`src/tpb_pkg.sv`:
```
// Shared constants, types and helpers for the temporal pixel blend.
// No dependencies; imported by every module of the block.
`default_nettype none
package tpb_pkg;

  localparam int NUM_REFS    = 4;
  localparam int CH_W        = 8;
  localparam int NUM_CH      = 3;
  localparam int PIX_W       = CH_W * NUM_CH;
  localparam int SCORE_W     = 11;
  localparam int LUMA_W      = 18;
  localparam int WGT_W       = 23;
  localparam int RECIP_STEPS = 23;
  localparam int PROD_W      = CH_W + WGT_W;
  localparam int CNT_W       = $clog2(NUM_REFS + 1);
  localparam int WSUM_W      = WGT_W + $clog2(NUM_REFS);
  localparam int SSUM_W      = PROD_W + $clog2(NUM_REFS);
  localparam int NUM_W       = SSUM_W + 1;
  localparam int DEN_W       = WSUM_W + 1;
  localparam int LANE_LAT    = RECIP_STEPS + 2;
  localparam int MERGE_LAT   = 2;
  localparam int DIV_LAT     = CH_W + 1;
  localparam int TOTAL_LAT   = LANE_LAT + MERGE_LAT + DIV_LAT;

  localparam logic [SCORE_W-1:0] MIN_SCORE   = SCORE_W'(16);
  localparam logic [SCORE_W-1:0] RECIP_INIT  = SCORE_W'(8);
  localparam logic [LUMA_W:0]    DROP_MARGIN = (LUMA_W + 1)'(12000);
  localparam logic [9:0]         LUMA_K0     = 10'd114;
  localparam logic [9:0]         LUMA_K1     = 10'd587;
  localparam logic [9:0]         LUMA_K2     = 10'd299;

  typedef struct packed {
    logic [NUM_CH-1:0][PROD_W-1:0] prod;
    logic [WGT_W-1:0]              wgt;
    logic [LUMA_W-1:0]             luma;
    logic                          rel;
  } lane_out_t;

  typedef struct packed {
    logic [NUM_CH-1:0][SSUM_W-1:0] ssum;
    logic [WSUM_W-1:0]             wsum;
    logic                          used;
  } blend_sum_t;

  function automatic logic [LUMA_W-1:0] luma_of(input logic [PIX_W-1:0] pix);
    logic [LUMA_W-1:0] l0, l1, l2;
    l0 = LUMA_W'(pix[7:0]) * LUMA_W'(LUMA_K0);
    l1 = LUMA_W'(pix[15:8]) * LUMA_W'(LUMA_K1);
    l2 = LUMA_W'(pix[23:16]) * LUMA_W'(LUMA_K2);
    return l0 + l1 + l2;
  endfunction

endpackage
`default_nettype wire

```
`src/tpb_merge.sv`:
```
// Merge stage: median of reliable lumas by rank, outlier drop, and weighted sums.
// Two register stages. Depends on tpb_pkg.
`default_nettype none
module tpb_merge (
  input  logic                                clk_i,
  input  logic                                adv_i,
  input  tpb_pkg::lane_out_t [tpb_pkg::NUM_REFS-1:0] lanes_i,
  output tpb_pkg::blend_sum_t                 sum_o
);
  import tpb_pkg::*;

  lane_out_t [NUM_REFS-1:0] lanes_q;
  logic [LUMA_W-1:0]        med_q;
  logic                     used_q;
  blend_sum_t               sum_q;

  logic [CNT_W-1:0]  n_c, half_c;
  logic [CNT_W-1:0]  lt_c [NUM_REFS];
  logic [CNT_W-1:0]  le_c [NUM_REFS];
  logic [LUMA_W-1:0] med_c;

  // median = value whose rank window covers index n/2
  always_comb begin
    n_c = '0;
    for (int i = 0; i < NUM_REFS; i++) n_c = n_c + CNT_W'(lanes_i[i].rel);
    half_c = n_c >> 1;
    med_c  = '0;
    for (int i = 0; i < NUM_REFS; i++) begin
      lt_c[i] = '0;
      le_c[i] = '0;
      for (int j = 0; j < NUM_REFS; j++) begin
        lt_c[i] = lt_c[i] + CNT_W'(lanes_i[j].rel && (lanes_i[j].luma <  lanes_i[i].luma));
        le_c[i] = le_c[i] + CNT_W'(lanes_i[j].rel && (lanes_i[j].luma <= lanes_i[i].luma));
      end
      if (lanes_i[i].rel && (lt_c[i] <= half_c) && (half_c < le_c[i])) begin
        med_c = med_c | lanes_i[i].luma;
      end
    end
  end

  always_ff @(posedge clk_i) begin
    if (adv_i) begin
      lanes_q <= lanes_i;
      med_q   <= med_c;
      used_q  <= n_c >= CNT_W'(2);
    end
  end

  blend_sum_t sum_c;
  logic       keep;
  always_comb begin
    sum_c      = '0;
    sum_c.used = used_q;
    keep       = 1'b0;
    for (int i = 0; i < NUM_REFS; i++) begin
      keep = lanes_q[i].rel &&
             (({1'b0, lanes_q[i].luma} + DROP_MARGIN) >= {1'b0, med_q});
      if (keep) begin
        for (int c = 0; c < NUM_CH; c++) begin
          sum_c.ssum[c] = sum_c.ssum[c] + SSUM_W'(lanes_q[i].prod[c]);
        end
        sum_c.wsum = sum_c.wsum + WSUM_W'(lanes_q[i].wgt);
      end
    end
  end

  always_ff @(posedge clk_i) begin
    if (adv_i) sum_q <= sum_c;
  end

  assign sum_o = sum_q;
endmodule
`default_nettype wire

```
`config.mk`:
```
export PLATFORM = sky130hd
export DESIGN_NAME = tpb_merge
export DESIGN_NICKNAME = d
export VERILOG_FILES = /design/src/tpb_pkg.sv /design/src/tpb_merge.sv
export SDC_FILE = /design/constraint.sdc
export NUM_CORES = 2
export LEC_CHECK = 0
export ABC_AREA = 1
export BUFFER_PORTS_ARGS = -buffer_cell sky130_fd_sc_hd__buf_4
export CELL_PAD_IN_SITES_DETAIL_PLACEMENT = 0
export CELL_PAD_IN_SITES_GLOBAL_PLACEMENT = 1
export CORE_MARGIN = 2
export CORE_UTILIZATION = 45
export DETAILED_ROUTE_END_ITERATION = 10
export PLACE_DENSITY_LB_ADDON = 0.3
export SYNTH_ARGS = -nofsm -noshare
export SYNTH_HDL_FRONTEND = slang
export SYNTH_SLANG_ARGS = --single-unit
```
`constraint.sdc`:
```
create_clock -name clk_i -period 11.25 [get_ports clk_i]
set_clock_uncertainty 0.15 [all_clocks]
set_input_delay 0.5625 -clock clk_i [delete_from_list [all_inputs] [get_ports clk_i]]
set_output_delay 0.5625 -clock clk_i [all_outputs]
set_load 0.005 [all_outputs]
```
==> results_dict.tcl <==
set metrics [dict create \
    htree_levels 3 \
    numPortBuffers 666 \
    die_h_um 340 \
    gp_congestion 0.977 \
    cp_data_required_time_ps 11500 \
    cts_tree "built" \
    drt-initial-drc-count 3637 \
    max_stage_delay_ps 520 \
    p_per_area_nw_per_um2 205 \
    hp-class "in -> reg" \
    finalInstanceArea_um2 65400 \
    dp_hpwl_um 139000 \
    drv_cap 0 \
    synth_edf_count 684 \
    grt_max_degree 160 \
    ys_seq_area_share_pct 40.5 \
    async_flop_share_pct 0 \
    instances_no_fill 8755 \
    min_period_ps 10200 \
    fin_nets 8285 \
    fin_crit_sh_pct 90.7 \
    cts.path.max_buffers 3 \
    dr_total_vias 46700 \
    synth-seq-cells 684 \
    path_clk_slew_ps 60 \
    io_pins 667 \
    cts_made_buffers 78 \
    gr-total-overflow 0 \
    insertion_delay_ps 670 \
    status "complete, no violations" \
    die-area_um2 115000 \
    clock_sinks 684 \
    power.total_mw 13.4 \
    grt_pass1_wl_um 267000 \
    fmax_mhz 98.0 \
    synthCells 5969 \
    drive_gt1_share_pct 12.8 \
    routed_via_density 5.33 \
    worstPathMaxFanout 74 \
    drc 0 \
    critical_path_class "reg -> reg" \
    num_rows 123 \
    core_area_um2 112000 \
    ctsResizeCount 0 \
    antenna_found_initial 28 \
    yosys.area.top_type "edfxtp_1" \
    routedWlPerCell_um 20.4 \
    synth_fp_nets 7088 \
    drt_wl_total_um 179000 \
    placed_cells 8048 \
    avgSynthCellArea_um2 8.49 \
    first_pass_iters 6 \
    area_growth_pct 29.1 \
    ant_nets 0 \
    rsz0062_at_grt "no" \
    clock-root-buffer "clkbuf_16" \
    cp_data_arrival_time_ps 10460 \
    synthFlopType "edfxtp_1" \
    end_kind "flop" \
    yosys_warnings 0 \
    grt_pass1_vias 45900 \
    final_max_slew_viol_count 0 \
    max_slew_margin_pct 24.3 \
    syn_area_um2 50700 \
    cp-start-kind "flop" \
    track_usage_pct 30.2 \
    die-width_um 340 \
    max-vdd-ir-drop_uv 129 \
    p_leak_nw 30.9 \
    fin_tns_setup_ps 0 \
    place_area_um2 57400 \
    crit_slowest_cell "nand2_8" \
    synth_top_area_share_pct 40.5 \
    synth.area.top_cells "edfxtp_1, ha_1, nand2_1" \
    setup_viol 0 \
    max_slew.worst_pin.slew_ps 1120 \
    hold_viol 0 \
    synthDistinctLibCells 65 \
    start_util_pct 45.2 \
]
[cells in the final DEF (no fill, tap or decap), drive strengths merged, types with 27 or more instances in the layout]
| cell type | instances |
|---|---|
| nor2 | 455 |
| edfxtp | 684 |
| nand4 | 82 |
| xor2 | 154 |
| a21oi | 511 |
| a21boi | 59 |
| ha | 556 |
| nand2 | 1424 |
| clkinv | 33 |
| nand3 | 259 |
| dlygate4sd3 | 538 |
| nor3 | 62 |
| clkbuf | 92 |
| a221oi | 27 |
| xnor2 | 146 |
| buf | 690 |
| o21a | 38 |
| o21ai | 396 |
| inv | 755 |
[power by group]
group | switching, mW | leakage (nW) | internal (mW) | total [mW]
clock | 1.08 | 1.28 | 1.56 | 2.65
sequential | 0.192 | 6.74 | 3.33 | 3.52
combinational | 4.49 | 22.8 | 2.76 | 7.25
[cell families after synthesis]
kind of cell,count (synthesis),synth area share [%]
adder cells (fa/ha/maj),577,14.6
AO/OA/AOI/OAI,1186,13.4
flip-flops,684,40.5
multiplexers,3,0.0592
buffers and inverters,863,6.54
AND/OR/NAND/NOR,2356,19.8
XOR/XNOR,300,5.18
[final cells by class]
cell class	instances	area (um^2)
clock buffers	92	2090
multi-input cells	4422	26900
inverters	752	2830
fillers	9620	46800
well taps	1500	1880
diodes	26	65.1
repair buffers	1228	10600
clock inverters	51	541
flip-flops and latches	684	20500
[sequential cells by signal (all words and copies together), names as in the netlist]
register  count
lanes_q     540
sum_o       125
med_q        18
used_q        1
[through the flow]
stage	hold WS (ps)	utilization (%)	setup WS [ps]
2_1_floorplan	250	-	2500
3_3_place_gp	260	51.1	1310
3_5_place_dp	265	51.1	1240
4_1_cts	4.87	58.3	1230
5_1_grt	22.6	58.3	141
6_report	51.6	58.3	1050
[cell usage after synthesis, types with 25 or more instances]
library cell	n
a21boi_1	25
nand4_1	73
o21ai_0	345
xnor2_1	146
nand3_1	243
a21boi_0	29
nand2_1	1387
o21a_1	38
a31oi_1	26
nor3_1	61
ha_1	556
clkbuf_1	63
xor2_1	154
nor2_1	448
nand2_2	32
o21ai_1	44
a21oi_1	500
edfxtp_1	684
a221oi_1	27
inv_1	749
[final timing paths]
check                    from          end  slack (ps)  depth (start not counted)
setup reg to reg   lanes_q[6]    sum_o[52]        1050                         48
hold reg to reg        used_q     sum_o[0]         280                          0
hold / removal    lanes_i[10]  lanes_q[10]          50                          1
setup / recovery   lanes_q[6]    sum_o[52]        1050                         48
[worst max-delay path: cells and delay by family (launching register included)]
family | cells | cell delay, ps
buffers and inverters | 4 | 610
xor gates and xnor gates | 4 | 650
DFF | 1 | 350
and+or+nand+nor | 15 | 2380
adders and majority gates | 5 | 1590
AOI/OAI and AO/OA | 20 | 4080
[layer usage]
layer	vias to the layer above	global-route usage [%]	routed length, um	part of all wire, %
li1	22900	-	-	-
met1	21800	41.0	79600	45
met2	1614	49.6	81900	46
met3	311	3.36	10200	5.7
met4	4	11.3	6910	3.9
met5	-	0	25	0.014
[what timing repair did]
action	CTS	global route
buffers inserted	0	0
hold endpoints to repair	538	0
hold buffers	538	0
(Power assumes the default switching activity.)
