===== config.mk =====
export PLATFORM = sky130hd
export DESIGN_NAME = tpb_lane
export DESIGN_NICKNAME = d
export VERILOG_FILES = /design/src/tpb_pkg.sv /design/src/tpb_lane.sv
export SDC_FILE = /design/constraint.sdc
export NUM_CORES = 2
export LEC_CHECK = 0
export BUFFER_PORTS_ARGS = -buffer_cell sky130_fd_sc_hd__buf_4
export CORE_AREA = 4 4 356 428
export CTS_CLUSTER_SIZE = 10
export DETAILED_ROUTE_END_ITERATION = 12
export DIE_AREA = 0 0 360 432
export PLACE_DENSITY_LB_ADDON = 0.05
export SKIP_CTS_REPAIR_TIMING = 1
export SLEW_MARGIN = 20
export SYNTH_ARGS = -nofsm -noshare
export SYNTH_HDL_FRONTEND = slang
export SYNTH_SLANG_ARGS = --single-unit

===== constraint.sdc =====
create_clock -name clk_i -period 7.55 [get_ports clk_i]
set_input_delay 0.755 -clock clk_i [delete_from_list [all_inputs] [get_ports clk_i]]
set_output_delay 0.755 -clock clk_i [all_outputs]
set_load 0.02 [all_outputs]

===== src/tpb_pkg.sv =====
// Shared constants, types and helpers for the temporal pixel blend.
// No dependencies; imported by every module of the block.
`default_nettype none
package tpb_pkg;

  localparam int NUM_REFS    = 4;
  localparam int CH_W        = 8;
  localparam int NUM_CH      = 3;
  localparam int PIX_W       = CH_W * NUM_CH;
  localparam int SCORE_W     = 11;
  localparam int LUMA_W      = 18;
  localparam int WGT_W       = 23;
  localparam int RECIP_STEPS = 23;
  localparam int PROD_W      = CH_W + WGT_W;
  localparam int CNT_W       = $clog2(NUM_REFS + 1);
  localparam int WSUM_W      = WGT_W + $clog2(NUM_REFS);
  localparam int SSUM_W      = PROD_W + $clog2(NUM_REFS);
  localparam int NUM_W       = SSUM_W + 1;
  localparam int DEN_W       = WSUM_W + 1;
  localparam int LANE_LAT    = RECIP_STEPS + 2;
  localparam int MERGE_LAT   = 2;
  localparam int DIV_LAT     = CH_W + 1;
  localparam int TOTAL_LAT   = LANE_LAT + MERGE_LAT + DIV_LAT;

  localparam logic [SCORE_W-1:0] MIN_SCORE   = SCORE_W'(16);
  localparam logic [SCORE_W-1:0] RECIP_INIT  = SCORE_W'(8);
  localparam logic [LUMA_W:0]    DROP_MARGIN = (LUMA_W + 1)'(12000);
  localparam logic [9:0]         LUMA_K0     = 10'd114;
  localparam logic [9:0]         LUMA_K1     = 10'd587;
  localparam logic [9:0]         LUMA_K2     = 10'd299;

  typedef struct packed {
    logic [NUM_CH-1:0][PROD_W-1:0] prod;
    logic [WGT_W-1:0]              wgt;
    logic [LUMA_W-1:0]             luma;
    logic                          rel;
  } lane_out_t;

  typedef struct packed {
    logic [NUM_CH-1:0][SSUM_W-1:0] ssum;
    logic [WSUM_W-1:0]             wsum;
    logic                          used;
  } blend_sum_t;

  function automatic logic [LUMA_W-1:0] luma_of(input logic [PIX_W-1:0] pix);
    logic [LUMA_W-1:0] l0, l1, l2;
    l0 = LUMA_W'(pix[7:0]) * LUMA_W'(LUMA_K0);
    l1 = LUMA_W'(pix[15:8]) * LUMA_W'(LUMA_K1);
    l2 = LUMA_W'(pix[23:16]) * LUMA_W'(LUMA_K2);
    return l0 + l1 + l2;
  endfunction

endpackage
`default_nettype wire


===== src/tpb_lane.sv =====
// One reference lane: luminance, pipelined reciprocal weight 2^26/max(16,score),
// and per-channel weighted products. Depends on tpb_pkg.
`default_nettype none
module tpb_lane (
  input  logic                       clk_i,
  input  logic                       adv_i,
  input  logic [tpb_pkg::PIX_W-1:0]   pixel_i,
  input  logic [tpb_pkg::SCORE_W-1:0] score_i,
  input  logic                       reliable_i,
  output tpb_pkg::lane_out_t          lane_o
);
  import tpb_pkg::*;

  logic [SCORE_W-1:0] r_q   [0:RECIP_STEPS];
  logic [SCORE_W-1:0] d_q   [0:RECIP_STEPS];
  logic [WGT_W-1:0]   q_q   [0:RECIP_STEPS];
  logic [PIX_W-1:0]   pix_q [0:RECIP_STEPS];
  logic [LUMA_W-1:0]  luma_q[0:RECIP_STEPS];
  logic               rel_q [0:RECIP_STEPS];
  lane_out_t          out_q;

  always_ff @(posedge clk_i) begin
    if (adv_i) begin
      r_q[0]    <= RECIP_INIT;
      d_q[0]    <= (score_i < MIN_SCORE) ? MIN_SCORE : score_i;
      q_q[0]    <= '0;
      pix_q[0]  <= pixel_i;
      luma_q[0] <= luma_of(pixel_i);
      rel_q[0]  <= reliable_i;
    end
  end

  for (genvar k = 0; k < RECIP_STEPS; k++) begin : g_step
    logic [SCORE_W:0]   t;
    logic               ge;
    logic [SCORE_W-1:0] r_d;
    assign t   = {r_q[k], 1'b0};
    assign ge  = t >= {1'b0, d_q[k]};
    assign r_d = ge ? SCORE_W'(t - {1'b0, d_q[k]}) : SCORE_W'(t);
    always_ff @(posedge clk_i) begin
      if (adv_i) begin
        r_q[k+1]    <= r_d;
        d_q[k+1]    <= d_q[k];
        q_q[k+1]    <= {q_q[k][WGT_W-2:0], ge};
        pix_q[k+1]  <= pix_q[k];
        luma_q[k+1] <= luma_q[k];
        rel_q[k+1]  <= rel_q[k];
      end
    end
  end

  always_ff @(posedge clk_i) begin
    if (adv_i) begin
      for (int c = 0; c < NUM_CH; c++) begin
        out_q.prod[c] <= PROD_W'(pix_q[RECIP_STEPS][CH_W*c +: CH_W]) *
                         PROD_W'(q_q[RECIP_STEPS]);
      end
      out_q.wgt  <= q_q[RECIP_STEPS];
      out_q.luma <= luma_q[RECIP_STEPS];
      out_q.rel  <= rel_q[RECIP_STEPS];
    end
  end

  assign lane_o = out_q;
endmodule
`default_nettype wire


==> flow_summary.yaml <==
power_and_ir_drop:
  leakagePower_uw: 0.0415
  clockPowerShare_pct: 23.3
  seq_power_share_pct: 38.2
  peakVddDrop_mv: 0.464
  switching_share_pct: 33.0
  pwr-share-comb_pct: 38.5
  pwr_density_cell_nw_per_um2: 383
  p_total_uw: 39200
  switching_power_uw: 12900
  p_int_uw: 26300
grt:
  grt_overflow_total: 0
  grt_max_degree: 187
  grtUsageMet3_pct: 3.42
  gr-usage-met1_pct: 22.7
  grt_pass1_vias: 50700
  antenna_found_initial: 0
  grt-busiest-layer: "met2"
  grt_pass1_wl_um: 264000
  track_usage_pct: 21.6
  grtUsageMet2_pct: 41.6
critical_path:
  crit_arrival_ns: 6.47
  cp-start-kind: "flop"
  path_cells: "nand2_1, fa_1, inv_1, fa_1, fa_1, fa_1, ha_1, a2111oi_0, o21ai_0, and3_1, o21ai_2, o311ai_2, nand4_1, nor4bb_1"
  cp_data_required_time_ns: 8.10
  max_stage_delay_ns: 0.94
  worst-setup-path-type: "flop to flop"
  cpMostUsedCell: "fa_1"
  crit_fanout: 23
  cp_slowest_cell: "edfxtp_1"
  worst_setup_path_end_kind: "flop"
floorplan:
  ios: 173
  die_y_um: 432
  die_area_um2: 156000
  rows: 155
  initial_core_util_pct: 62.6
  fp.coreArea_um2: 148000
  die_w_um: 360
clock_tree:
  cts_tree: "done"
  path_clk_slew_ns: 0.05
  clock_sinks: 1938
  cts_root_buf: "clkbuf_16"
  cts_buffer_depth: 3
  htreeDepth: 4
  cts_buffers: 216
  clock_latency_ns: 0.85
logic_synthesis:
  synth-adder-area-share_pct: 16.9
  syn_avg_cell_area_um2: 14.9
  synth_warnings: 0
  synth_cell_types: 71
  synth_compound_area_share_pct: 5.01
  synth_seq_cells: 1938
  yosys.area_share.xor_xnor_pct: 2.33
  syn_inst: 6224
  yosys.area_share.simple_pct: 6.15
  async_flop_share_pct: 0
  synth_mux_area_share_pct: 2.82
  yosysSeqAreaShare_pct: 62.7
  synthFlopType: "edfxtp_1"
  syn_area_um2: 92800
  synth_top_family_by_area: "adder cells"
  synth_edf_count: 1938
cells_and_area:
  drive_gt1_share_pct: 10.4
  antennaDiodeCount: 0
  layout_common_cells: "edfxtp_1 (1938), inv_1 (849), ha_1 (498)"
  final_common_cell: "edfxtp_1"
  filler_cell_count: 9962
  area_delta_synth_final_pct: 10.5
  fin_nets: 7553
route:
  post_drt_wl_per_cell_um: 19.2
  drc: 0
  vias_per_cell: 5.51
  drtAntennaViolNets: 0
  drtPass1Iterations: 5
  drt-total-wl_um: 164000
  drt_iter0_drc: 2554
  vias: 47100
placement:
  numPortBuffers: 172
  hpwl_um: 112000
  gp_congestion: 0.861
sta:
  setup_viol: 0
  relSlewSlack_pct: 17.9
  timing.final.crit_share_pct: 78.4
  final_hold_viol_count: 0
  drv_slew: 0
  fin_setup_tns_ns: 0
  worst_pin_slew_ns: 1.23
  rsz0062_at_grt: "false"
  fmax_mhz: 169
  period_needed_ns: 5.92
  clock_skew_ns: 0.0461
hold_path:
  worstHoldPathType: "input port to flop"
run:
  max-cap-violations: 0
status:
  status: "finished, final reports clean"
-- worst max-delay path: cells and delay by family, from the launching register on --
family	cells	cell delay (ns)
AOI/OAI and AO/OA	4	1.18
adders and majority gates	5	2.47
buffers and inverters	1	0.05
DFF	1	0.94
and+or+nand+nor	4	1.01
-- registers in the layout, indices dropped and copies added, names as in the netlist --
signal / cells
q_q: 276
pix_q: 576
luma_q: 432
r_q: 242
d_q: 253
lane_o: 135
rel_q: 24
-- power groups by stage --
stage / combinational [uW] / sequential (uW) / clock [uW]
after floorplan: 11100 / 15200 / 0
final: 15100 / 15000 / 9140
after global routing: 16900 / 15100 / 9880
after detailed placement: 15100 / 15200 / 0
after global placement: 14800 / 15100 / 0
after CTS: 15200 / 15000 / 9410
-- layout make-up --
class	instances	area (um^2)	area share, %
flip-flops and latches	1938	58200	56.8
multi-input cells	3314	30800	30.1
clock buffers	234	5490	5.36
inverters	849	3190	3.11
well taps	1962	2450	2.39
repair buffers	227	1840	1.79
clock inverters	26	508	0.496
-- through the flow --
| stage | hold WS [ns] | instances | cell area, um^2 | util (%) | setup slack, ns |
|---|---|---|---|---|---|
| after CTS | 0.0291 | 8550 | 103000 | 69.2 | 1.61 |
| after floorplan | 0.400 | 6226 | 92800 | - | 1.41 |
| after global routing | 0.0493 | 8550 | 103000 | 69.2 | 1.28 |
| after detailed placement | 0.405 | 8290 | 96500 | 65.1 | 0.901 |
| final | 0.111 | 8550 | 103000 | 69.2 | 1.63 |
| after global placement | 0.400 | 8290 | 96500 | 65.1 | 0.947 |
-- metal layers --
layer | up-vias | routed length (um) | part of all wire, %
li1 | 22200 | - | -
met1 | 23600 | 57900 | 35
met2 | 930 | 91800 | 56
met3 | 353 | 6030 | 3.7
met4 | 0 | 8560 | 5.2
met5 | - | 0 | 0
-- kinds of logic (layout without fill, tap and decap cells) --
family / after synthesis / after routing
xor+xnor: 247 / 247
compound gates: 722 / 722
flops: 1938 / 1938
fa+ha+maj: 969 / 969
simple gates: 1161 / 1161
buf+inv: 974 / 1336
mux: 212 / 212
other cells: 1 / 3
-- synthesized netlist by cell type, types with 48 or more instances --
library cell / count / share of area, %
mux2_2: 105 / 1.3
inv_1: 849 / 3.4
mux2_4: 70 / 1.1
and2_1: 246 / 1.7
clkbuf_1: 104 / 0.42
nand2_1: 432 / 1.7
ha_1: 498 / 6.7
o21ai_0: 157 / 0.85
xnor2_1: 165 / 1.6
a21o_1: 150 / 1.2
nand2b_1: 48 / 0.32
a21oi_1: 228 / 1.2
nor2_1: 163 / 0.66
o21bai_1: 58 / 0.47
edfxtp_1: 1938 / 63
nor2b_1: 86 / 0.58
fa_1: 471 / 10
xor2_1: 82 / 0.77
-- worst paths after layout --
kind | startpoint | end | slack [ns] | cells past startpoint
setup / recovery | pix_q[2][175] | lane_o[72] | 1.63 | 14
hold / removal | reliable_i | rel_q[0] | 0.11 | 1
setup reg to reg | pix_q[2][175] | lane_o[72] | 1.63 | 14
hold reg to reg | luma_q[18][1] | luma_q[19][1] | 0.40 | 0
(Power assumes the default switching activity.)
