===== config.mk =====
export PLATFORM = sky130hd
export DESIGN_NAME = tpb_div
export DESIGN_NICKNAME = d
export VERILOG_FILES = /design/src/tpb_pkg.sv /design/src/tpb_div.sv
export SDC_FILE = /design/constraint.sdc
export NUM_CORES = 1
export LEC_CHECK = 0
export ABC_AREA = 1
export BUFFER_PORTS_ARGS = -buffer_cell sky130_fd_sc_hd__clkbuf_2
export CORE_MARGIN = 10
export CORE_UTILIZATION = 50
export DETAILED_ROUTE_END_ITERATION = 16
export PLACE_DENSITY = 0.68
export SLEW_MARGIN = 20
export SYNTH_ARGS = -nofsm -noshare
export SYNTH_HDL_FRONTEND = slang
export SYNTH_SLANG_ARGS = --single-unit

===== constraint.sdc =====
create_clock -name clk_i -period 3.2 [get_ports clk_i]
set_clock_uncertainty 0.1 [all_clocks]
set_input_delay 0.8 -clock clk_i [delete_from_list [all_inputs] [get_ports clk_i]]
set_output_delay 0.8 -clock clk_i [all_outputs]
set_load 0.02 [all_outputs]

===== src/tpb_pkg.sv =====
// Shared constants, types and helpers for the temporal pixel blend.
// No dependencies; imported by every module of the block.
`default_nettype none
package tpb_pkg;

  localparam int NUM_REFS    = 4;
  localparam int CH_W        = 8;
  localparam int NUM_CH      = 3;
  localparam int PIX_W       = CH_W * NUM_CH;
  localparam int SCORE_W     = 11;
  localparam int LUMA_W      = 18;
  localparam int WGT_W       = 23;
  localparam int RECIP_STEPS = 23;
  localparam int PROD_W      = CH_W + WGT_W;
  localparam int CNT_W       = $clog2(NUM_REFS + 1);
  localparam int WSUM_W      = WGT_W + $clog2(NUM_REFS);
  localparam int SSUM_W      = PROD_W + $clog2(NUM_REFS);
  localparam int NUM_W       = SSUM_W + 1;
  localparam int DEN_W       = WSUM_W + 1;
  localparam int LANE_LAT    = RECIP_STEPS + 2;
  localparam int MERGE_LAT   = 2;
  localparam int DIV_LAT     = CH_W + 1;
  localparam int TOTAL_LAT   = LANE_LAT + MERGE_LAT + DIV_LAT;

  localparam logic [SCORE_W-1:0] MIN_SCORE   = SCORE_W'(16);
  localparam logic [SCORE_W-1:0] RECIP_INIT  = SCORE_W'(8);
  localparam logic [LUMA_W:0]    DROP_MARGIN = (LUMA_W + 1)'(12000);
  localparam logic [9:0]         LUMA_K0     = 10'd114;
  localparam logic [9:0]         LUMA_K1     = 10'd587;
  localparam logic [9:0]         LUMA_K2     = 10'd299;

  typedef struct packed {
    logic [NUM_CH-1:0][PROD_W-1:0] prod;
    logic [WGT_W-1:0]              wgt;
    logic [LUMA_W-1:0]             luma;
    logic                          rel;
  } lane_out_t;

  typedef struct packed {
    logic [NUM_CH-1:0][SSUM_W-1:0] ssum;
    logic [WSUM_W-1:0]             wsum;
    logic                          used;
  } blend_sum_t;

  function automatic logic [LUMA_W-1:0] luma_of(input logic [PIX_W-1:0] pix);
    logic [LUMA_W-1:0] l0, l1, l2;
    l0 = LUMA_W'(pix[7:0]) * LUMA_W'(LUMA_K0);
    l1 = LUMA_W'(pix[15:8]) * LUMA_W'(LUMA_K1);
    l2 = LUMA_W'(pix[23:16]) * LUMA_W'(LUMA_K2);
    return l0 + l1 + l2;
  endfunction

endpackage
`default_nettype wire


===== src/tpb_div.sv =====
// Pipelined restoring divider giving an 8-bit quotient, one bit per stage.
// Input register plus one stage per quotient bit. Depends on tpb_pkg.
`default_nettype none
module tpb_div (
  input  logic                      clk_i,
  input  logic                      adv_i,
  input  logic [tpb_pkg::NUM_W-1:0] num_i,
  input  logic [tpb_pkg::DEN_W-1:0] den_i,
  output logic [tpb_pkg::CH_W-1:0]  quo_o
);
  import tpb_pkg::*;

  logic [DEN_W-1:0] r_q  [0:CH_W];
  logic [DEN_W-1:0] d_q  [0:CH_W];
  logic [CH_W-1:0]  lo_q [0:CH_W];
  logic [CH_W-1:0]  q_q  [0:CH_W];

  always_ff @(posedge clk_i) begin
    if (adv_i) begin
      r_q[0]  <= DEN_W'(num_i >> CH_W);
      d_q[0]  <= den_i;
      lo_q[0] <= num_i[CH_W-1:0];
      q_q[0]  <= '0;
    end
  end

  for (genvar k = 0; k < CH_W; k++) begin : g_step
    logic [DEN_W:0]   t;
    logic             ge;
    logic [DEN_W-1:0] r_d;
    assign t   = {r_q[k], lo_q[k][CH_W-1]};
    assign ge  = t >= {1'b0, d_q[k]};
    assign r_d = ge ? DEN_W'(t - {1'b0, d_q[k]}) : DEN_W'(t);
    always_ff @(posedge clk_i) begin
      if (adv_i) begin
        r_q[k+1]  <= r_d;
        d_q[k+1]  <= d_q[k];
        lo_q[k+1] <= {lo_q[k][CH_W-2:0], 1'b0};
        q_q[k+1]  <= {q_q[k][CH_W-2:0], ge};
      end
    end
  end

  assign quo_o = q_q[CH_W];
endmodule
`default_nettype wire


==> results.cfg, run 1 <==
[grt]
antenna_found_initial = 0
grt_max_degree = 76
grt_pass1_wl_mm = 135
grt_overflow = 0
grt_pass1_vias = 26800
grtUsageTotal = 0.229

[clock_tree]
path_clk_slew_ns = 0.06
clockBufferDepth = 3
cts_resized = 0
postCtsSetupBuffers = 0
cts_inserted_buffers = 55
cts_tree = yes
root_buffer = clkbuf_16
cts_hold_buf = 0
htreeDepth = 2
worstSkewPairLatency_ns = 0.62
clock_sinks = 488

[timing]
finalHoldViolations = 0
worst_slew_pin_slew_ns = 0.638
setup_viol = 0
rsz0062_at_grt = no
period_needed_ns = 2.94
fin_tns_setup_ns = 0
finalCritPeriodShare = 0.918
fin_hold_ws_ns = 0.253
slew_headroom = 0.571
maxSlewViolCount = 0
worst_slack_ns = 0.263
fmax_mhz = 340

[place]
gp_congestion = 0.988
place_area_um2 = 33900
dp_hpwl_mm = 69.8
portBuffers = 69
dp_slack_ns = 0.234
dp.cells = 5039

[floorplanning]
die-height_um = 274
rows = 93
die_w_um = 274
io_pins = 70
die_area_um2 = 75200
start_util = 0.503
core_um2 = 64200

[route]
drt-met1-wl_mm = 30.4
top_layer_used = met4
via_per_inst = 5.01
first_iter_violations = 1285
wl_mm = 85.3
wl_per_cell_um = 16.6
vias = 25800
drc = 0
wl_met2_mm = 45.9
postRouteAntennaNets = 0
first_pass_iters = 9
wl_met3_mm = 2.24

[pwr]
ir_worst_vdd_mv = 0.469
p_leak_nw = 18.3
powerDensity_nw_per_um2 = 818

[final_layout]
layout.nets = 4518
layout_commonest_cell = nand2_1
areaGrowthSynthToFinish_pct = 10.7
final_cell_area_um2 = 35800
final_cell_mix = nand2_1, inv_1, edfxtp_1, nor2_1, ha_1
finalNonFillerCells = 5140
diodes = 0
drive_gt1_frac = 0.0635
fill_cells = 6069

[setup_path]
rrSetupSlack_ns = 0.26
r2r_cells = 9
worstReg2RegEnd = r_q[0][156]
cp_max_fo = 39
crit_type = reg2reg
cp-endpoint = r_q[0][156]
crit_path_end_kind = register
cp-start-kind = register
r2r-start = r_q[0][136]
cp_data_required_time_ns = 3.46
critical_path.startpoint = r_q[0][136]
cp.arrival_ns = 3.20

[synthesis]
synth-seq-cells = 488
yosys.cell_types.count = 38
synth.avg_cell_area_um2 = 7.85
syn_nets = 4394
netlist_area_um2 = 32300
syn_inst = 4117
yosys_warnings = 0
ys_seq_area_frac = 0.453

[min_path]
min_path_type = in2reg

[job]
maxCapViolCount = 0

[run_status]
outcome = complete, no violations
how the worst min path moves through the flow:
stage                           from     endpoint  cells past startpoint
final                      den_i[12]   d_q[0][12]                      1
after global routing       den_i[13]   d_q[0][13]                      1
after CTS                   num_i[2]   lo_q[0][2]                      1
after detailed placement  lo_q[0][5]  lo_q[0][14]                      0
after global placement    lo_q[0][0]   lo_q[0][9]                      0
after floorplan           lo_q[0][1]  lo_q[0][10]                      0
stage by stage:
step / power [mW] / util
CTS: 29.4 / 0.557
global placement: 22.6 / 0.528
finish: 29.3 / 0.557
detailed placement: 22.7 / 0.528
global route: 31.6 / 0.557
floorplan: 19.1 / -
sequential cells by signal (all words and copies together) (netlist names):
register  cells
d_q         208
q_q          36
r_q         208
lo_q         36
cell usage after synthesis, drive strengths merged:
master,n,share of area
nand2,1417,0.17
inv,916,0.11
edfxtp,488,0.45
nor2,252,0.031
nand3,221,0.037
ha,208,0.080
nand4,137,0.028
a21oi,117,0.020
o21ai,108,0.017
xor2,87,0.024
buf,43,0.012
nand3b,39,0.0091
clkbuf,14,0.0016
nor3,12,0.0022
o21bai,12,0.0028
or2,11,0.0021
nor4,9,0.0017
and2,7,0.0014
fa,7,0.0043
clkinv,6,0.00070
xnor2,4,0.0011
o211ai,2,0.00046
per-layer routing:
metal | vias up | global-route usage
li1 | 13300 | -
met1 | 11600 | 0.213
met2 | 559 | 0.451
met3 | 325 | 0.0261
met4 | 0 | 0.168
met5 | - | 0
critical path: stages, from the launching register on:
cell      delay, ns
edfxtp_1       0.40
ha_1           0.37
nand2_1        0.12
nor2_1         0.23
inv_1          0.07
nor3_1         0.50
nand3_2        0.30
nand3_2        0.22
buf_12         0.22
o21ai_1        0.11
logic make-up (layout without fill, tap and decap cells):
logic type / Yosys count / after routing / share of synthesized area
AO/OA/AOI/OAI: 239 / 239 / 0.0398
AND/OR/NAND/NOR: 2105 / 2105 / 0.277
flip-flops: 488 / 488 / 0.453
XOR/XNOR: 91 / 91 / 0.0246
adder cells (fa/ha/maj): 215 / 215 / 0.0848
buffers and inverters: 979 / 1147 / 0.120
layout make-up:
class                   count  area, µm²  area share
repair buffers            124        931      0.0260
inverters                 922       3460      0.0966
well taps                 855       1070      0.0299
clock inverters            37        467      0.0130
multi-input cells        2650      13800       0.385
flip-flops and latches    488      14700       0.409
clock buffers              64       1430      0.0400
where the power goes:
| part | total (mW) | leakage, nW | internal [mW] | switching, mW |
|---|---|---|---|---|
| Clock | 6.61 | 0.925 | 4.01 | 2.60 |
| Combinational | 13.0 | 12.6 | 4.49 | 8.53 |
| Sequential | 9.66 | 4.79 | 8.94 | 0.727 |
Power figures use the tool's default switching activity.
==> run 2: changes to the inputs <==
--- a/config.mk
+++ b/config.mk
@@ -8,9 +8,11 @@
 export ABC_AREA = 1
 export BUFFER_PORTS_ARGS = -buffer_cell sky130_fd_sc_hd__clkbuf_2
 export CORE_MARGIN = 10
-export CORE_UTILIZATION = 50
+export CORE_UTILIZATION = 40
+export CTS_CLUSTER_DIAMETER = 40
 export DETAILED_ROUTE_END_ITERATION = 16
-export PLACE_DENSITY = 0.68
+export GPL_TIMING_DRIVEN = 0
+export PLACE_DENSITY = 0.57
 export SLEW_MARGIN = 20
 export SYNTH_ARGS = -nofsm -noshare
 export SYNTH_HDL_FRONTEND = slang
==> run 2 against run 1 <==
Compared with the run above: fmax is 1.3% higher; hold slack worse by 0.023 ns; die area is 23% higher; wire length is 1.4% higher; critical path depth is 1 higher; first-iteration DRC count is 14% lower; core utilization is 9.5 points lower; flip-flop and latch count stayed put; critical endpoint is now r_q[0][70].
==> results.cfg, run 2 (synthesis results as in run 1) <==
[route]
first_iter_violations = 1099
top_layer_used = met4
vias = 25400
first_pass_iters = 6
wl_met3_mm = 2.40
wl_mm = 86.5
drc = 0
drt-met1-wl_mm = 31.3
postRouteAntennaNets = 0
wl_met2_mm = 47.3
via_per_inst = 4.70
wl_per_cell_um = 16.0

[clock_tree]
cts_inserted_buffers = 86
root_buffer = clkbuf_16
htreeDepth = 3
clockBufferDepth = 3
path_clk_slew_ns = 0.06
clock_sinks = 488
postCtsSetupBuffers = 0
cts_hold_buf = 0
cts_tree = yes
worstSkewPairLatency_ns = 0.64
cts_resized = 0

[min_path]
min_path_type = in2reg
whs_path_depth = 1
hp-start = den_i[19]
hold_end = d_q[0][19]

[grt]
grt_pass1_vias = 26300
grtUsageTotal = 0.185
grt_pass1_wl_mm = 136
grt_max_degree = 94
grt_overflow = 0
antenna_found_initial = 0

[setup_path]
worstReg2RegEnd = r_q[0][70]
rrSetupSlack_ns = 0.30
crit_path_end_kind = register
r2r-start = r_q[0][31]
crit_type = reg2reg
cp.arrival_ns = 3.29
critical_path.startpoint = r_q[0][31]
cp-start-kind = register
r2r_cells = 10
cp_max_fo = 10
cp_data_required_time_ns = 3.59

[timing]
rsz0062_at_grt = no
worst_slew_pin_slew_ns = 0.891
period_needed_ns = 2.90
fin_tns_setup_ns = 0
slew_headroom = 0.401
setup_viol = 0
finalHoldViolations = 0
finalCritPeriodShare = 0.906
fmax_mhz = 345
maxSlewViolCount = 0

[pwr]
powerDensity_nw_per_um2 = 867
power_mw = 32.2
ir_worst_vdd_mv = 0.447
p_leak_nw = 18.8

[final_layout]
final_cell_area_um2 = 37100
diodes = 0
layout.nets = 4556
finalNonFillerCells = 5409
reg.largest.list = d_q x208, r_q x208
drive_gt1_frac = 0.0750
layout_commonest_cell = nand2_1
fill_cells = 8085
fin_util = 0.462
areaGrowthSynthToFinish_pct = 14.8
final_cell_mix = nand2_1, inv_1, edfxtp_1, nor2_1, ha_1

[floorplanning]
io_pins = 70
die_area_um2 = 92600
core_um2 = 80300
die_w_um = 304
die-height_um = 304
rows = 104
start_util = 0.403

[place]
dp_hpwl_mm = 71.2
gp_congestion = 0.949
place_area_um2 = 34200
dp.cells = 5251
portBuffers = 69

[job]
maxCapViolCount = 0

[run_status]
outcome = complete, no violations
[run 2: layout make-up]
class / count / area, µm² / share of cell area
multi-input cells: 2650 / 13800 / 0.372
repair buffers: 74 / 492 / 0.0132
well taps: 1060 / 1330 / 0.0357
inverters: 922 / 3460 / 0.0932
clock buffers: 94 / 2220 / 0.0599
clock inverters: 64 / 738 / 0.0199
flip-flops and latches: 488 / 14700 / 0.395
plain buffers: 57 / 428 / 0.0115
[run 2: how the worst max path moves through the flow]
stage / endpoint / slack, ns / cells after the start
after global routing: r_q[0][70] / 0.17 / 10
after floorplan: r_q[0][103] / 1.14 / 12
after CTS: r_q[0][70] / 0.25 / 10
final: r_q[0][70] / 0.30 / 10
after global placement: d_q[0][187] / -7.06 / 1
after detailed placement: r_q[0][185] / -0.28 / 5
[run 2: per-layer routing]
metal / vias to the layer above / global-route usage
li1: 13400 / -
met1: 11300 / 0.174
met2: 470 / 0.370
met3: 254 / 0.0237
met4: 0 / 0.111
met5: - / 0
[run 2: worst max-delay path, stage by stage (launching register included)]
cell	delay, ns
edfxtp_1	0.40
ha_1	0.38
nand2_1	0.13
nor2_1	0.24
inv_1	0.07
nor3_1	0.49
nand3_2	0.22
nand3_2	0.23
buf_6	0.21
nand3_1	0.17
nand2_1	0.12
[run 2: through the flow]
stage | worst slack [ns] | hold slack [ns]
after floorplan | 1.14 | 0.300
final | 0.301 | 0.230
after CTS | 0.250 | 0.206
after detailed placement | -0.282 | 0.305
after global routing | 0.171 | 0.214
after global placement | -7.06 | 0.302
[run 2: report_power, final]
part | internal, mW | switching (mW) | total (mW)
registers | 8.95 | 0.744 | 9.69
clock network | 5.75 | 3.43 | 9.17
logic | 4.50 | 8.80 | 13.3
==> run 3: changes to the inputs <==
--- a/config.mk
+++ b/config.mk
@@ -13,7 +13,8 @@
 export DETAILED_ROUTE_END_ITERATION = 16
 export GPL_TIMING_DRIVEN = 0
 export PLACE_DENSITY = 0.57
-export SLEW_MARGIN = 20
+export REMOVE_ABC_BUFFERS = 1
+export SLEW_MARGIN = 15
 export SYNTH_ARGS = -nofsm -noshare
 export SYNTH_HDL_FRONTEND = slang
 export SYNTH_SLANG_ARGS = --single-unit
==> run 3 against run 2 <==
Compared with the run above: cell area shrank 0.12%; combinational power shrank 5%; hold slack gained 0.021 ns; clock power up 5.3%; flip-flop and latch count unchanged; clock-buffer cell count up 7.
==> results.cfg, run 3 (synthesis results as in run 1) <==
[setup_path]
crit_path_end_kind = register
cp_max_fo = 20
critical_path.startpoint = d_q[0][106]
r2r-start = d_q[0][106]
cp_slowest_cell = nand4_2
path_cells = inv_1 -> ha_1 -> nand2_1 -> nor3_1 -> nand4_2 -> nand3_2 -> o21ai_1
max_stage_delay_ns = 0.60
crit_type = reg2reg
cp-start-kind = register
cp.arrival_ns = 3.37
r2r_cells = 7
cp_data_required_time_ns = 3.44

[route]
postRouteAntennaNets = 0
vias = 25500
first_iter_violations = 1183
drc = 0
wl_per_cell_um = 15.9
via_per_inst = 4.76
first_pass_iters = 6
wl_mm = 85.5

[floorplanning]
core_um2 = 80300
die-height_um = 304
rows = 104
io_pins = 70
die_area_um2 = 92600
start_util = 0.403
die_w_um = 304

[grt]
antenna_found_initial = 0
grt_overflow = 0
grtUsageTotal = 0.179
grt_pass1_wl_mm = 133
grt_max_degree = 95
grt_pass1_vias = 26100

[final_layout]
reg.largest.list = d_q x208, r_q x208
final_cell_mix = nand2_1, inv_1, edfxtp_1, nor2_1, ha_1
fin_util = 0.462
finalNonFillerCells = 5366
layout_commonest_cell = nand2_1
drive_gt1_frac = 0.0699
layout.nets = 4510
diodes = 0
areaGrowthSynthToFinish_pct = 14.6

[timing]
rsz0062_at_grt = no
slew_headroom = 0.421
setup_viol = 0
fmax_mhz = 320
fin_hold_ws_ns = 0.251
finalCritPeriodShare = 0.977
finalHoldViolations = 0
maxSlewViolCount = 0
period_needed_ns = 3.13
worst_slew_pin_slew_ns = 0.861

[run_status]
outcome = complete, no violations

[clock_tree]
worstSkewPairLatency_ns = 0.62
clockBufferDepth = 3
cts_inserted_buffers = 90
cts_tree = yes
htreeDepth = 3
path_clk_slew_ns = 0.05
clock_sinks = 488
root_buffer = clkbuf_16
cts_hold_buf = 0

[job]
maxCapViolCount = 0

[min_path]
whs_path_depth = 1
hp-start = num_i[4]
min_path_type = in2reg

[pwr]
ir_worst_vdd_mv = 0.497
p_leak_nw = 18.7
powerDensity_nw_per_um2 = 865

[place]
dp_hpwl_mm = 67.1
dp.cells = 5194
gp_congestion = 0.940
portBuffers = 69
run 3: changes by cell type in the layout (fill, tap and decap cells not counted), moves of 6 or more:
cell | before | now
buf_2 | 6 | 0
nand3_4 | 0 | 12
clkbuf_16 | 88 | 94
clkbuf_1 | 20 | 7
buf_6 | 19 | 0
buf_4 | 17 | 0
clkinv_8 | 7 | 1
run 3: layout make-up:
class / instances / area [µm²]
clock buffer: 101 / 2380
fill: 7959 / 43200
multi-input combinational: 2657 / 14000
timing repair buffer: 74 / 492
clock inverter: 64 / 756
tap: 1060 / 1330
inverter: 922 / 3460
sequential: 488 / 14700
run 3: layer usage:
layer	GRT usage	up-vias	share of wire
met5	0	-	0
met4	0.109	0	0.067
met3	0.0241	279	0.026
met2	0.355	481	0.55
met1	0.170	11400	0.36
li1	-	13300	-
run 3: per-stage QoR:
stage               area, µm²  setup TNS (ns)  worst slack, ns  power (mW)
floorplan               31900               0            0.558        18.7
global placement        33600        -3407.27            -6.96        22.3
detailed placement      33700          -75.68           -0.569        22.3
CTS                     37000               0          0.00503        32.2
global route            37100               0          0.00552        34.5
finish                  37100               0           0.0744        32.1
run 3: critical path: cells and delay by family (launching register included):
kind | cells | cell delay [ns]
buffers and inverters | 1 | 0.06
and+or+nand+nor | 4 | 1.78
adders and majority gates | 1 | 0.37
AOI/OAI and AO/OA | 1 | 0.14
DFF | 1 | 0.38
run 3: timing repair:
item,4_1_cts,5_1_grt
buffers inserted,0,0
pin swaps,3,4
gates cloned,3,4
setup endpoints to repair,189,95
gates resized for setup,14,6
run 3: final timing paths:
check	to	slack (ns)
worst max-delay path	r_q[0][141]	0.07
worst max register to register	r_q[0][141]	0.07
worst min register to register	lo_q[0][10]	0.30
worst min-delay path	lo_q[0][4]	0.25
run 3: power breakdown:
group / total (mW) / internal (mW) / switching [mW]
registers: 9.67 / 8.95 / 0.719
clock network: 9.66 / 6.37 / 3.29
logic: 12.7 / 4.26 / 8.48
total: 32.1 / 19.6 / 12.5
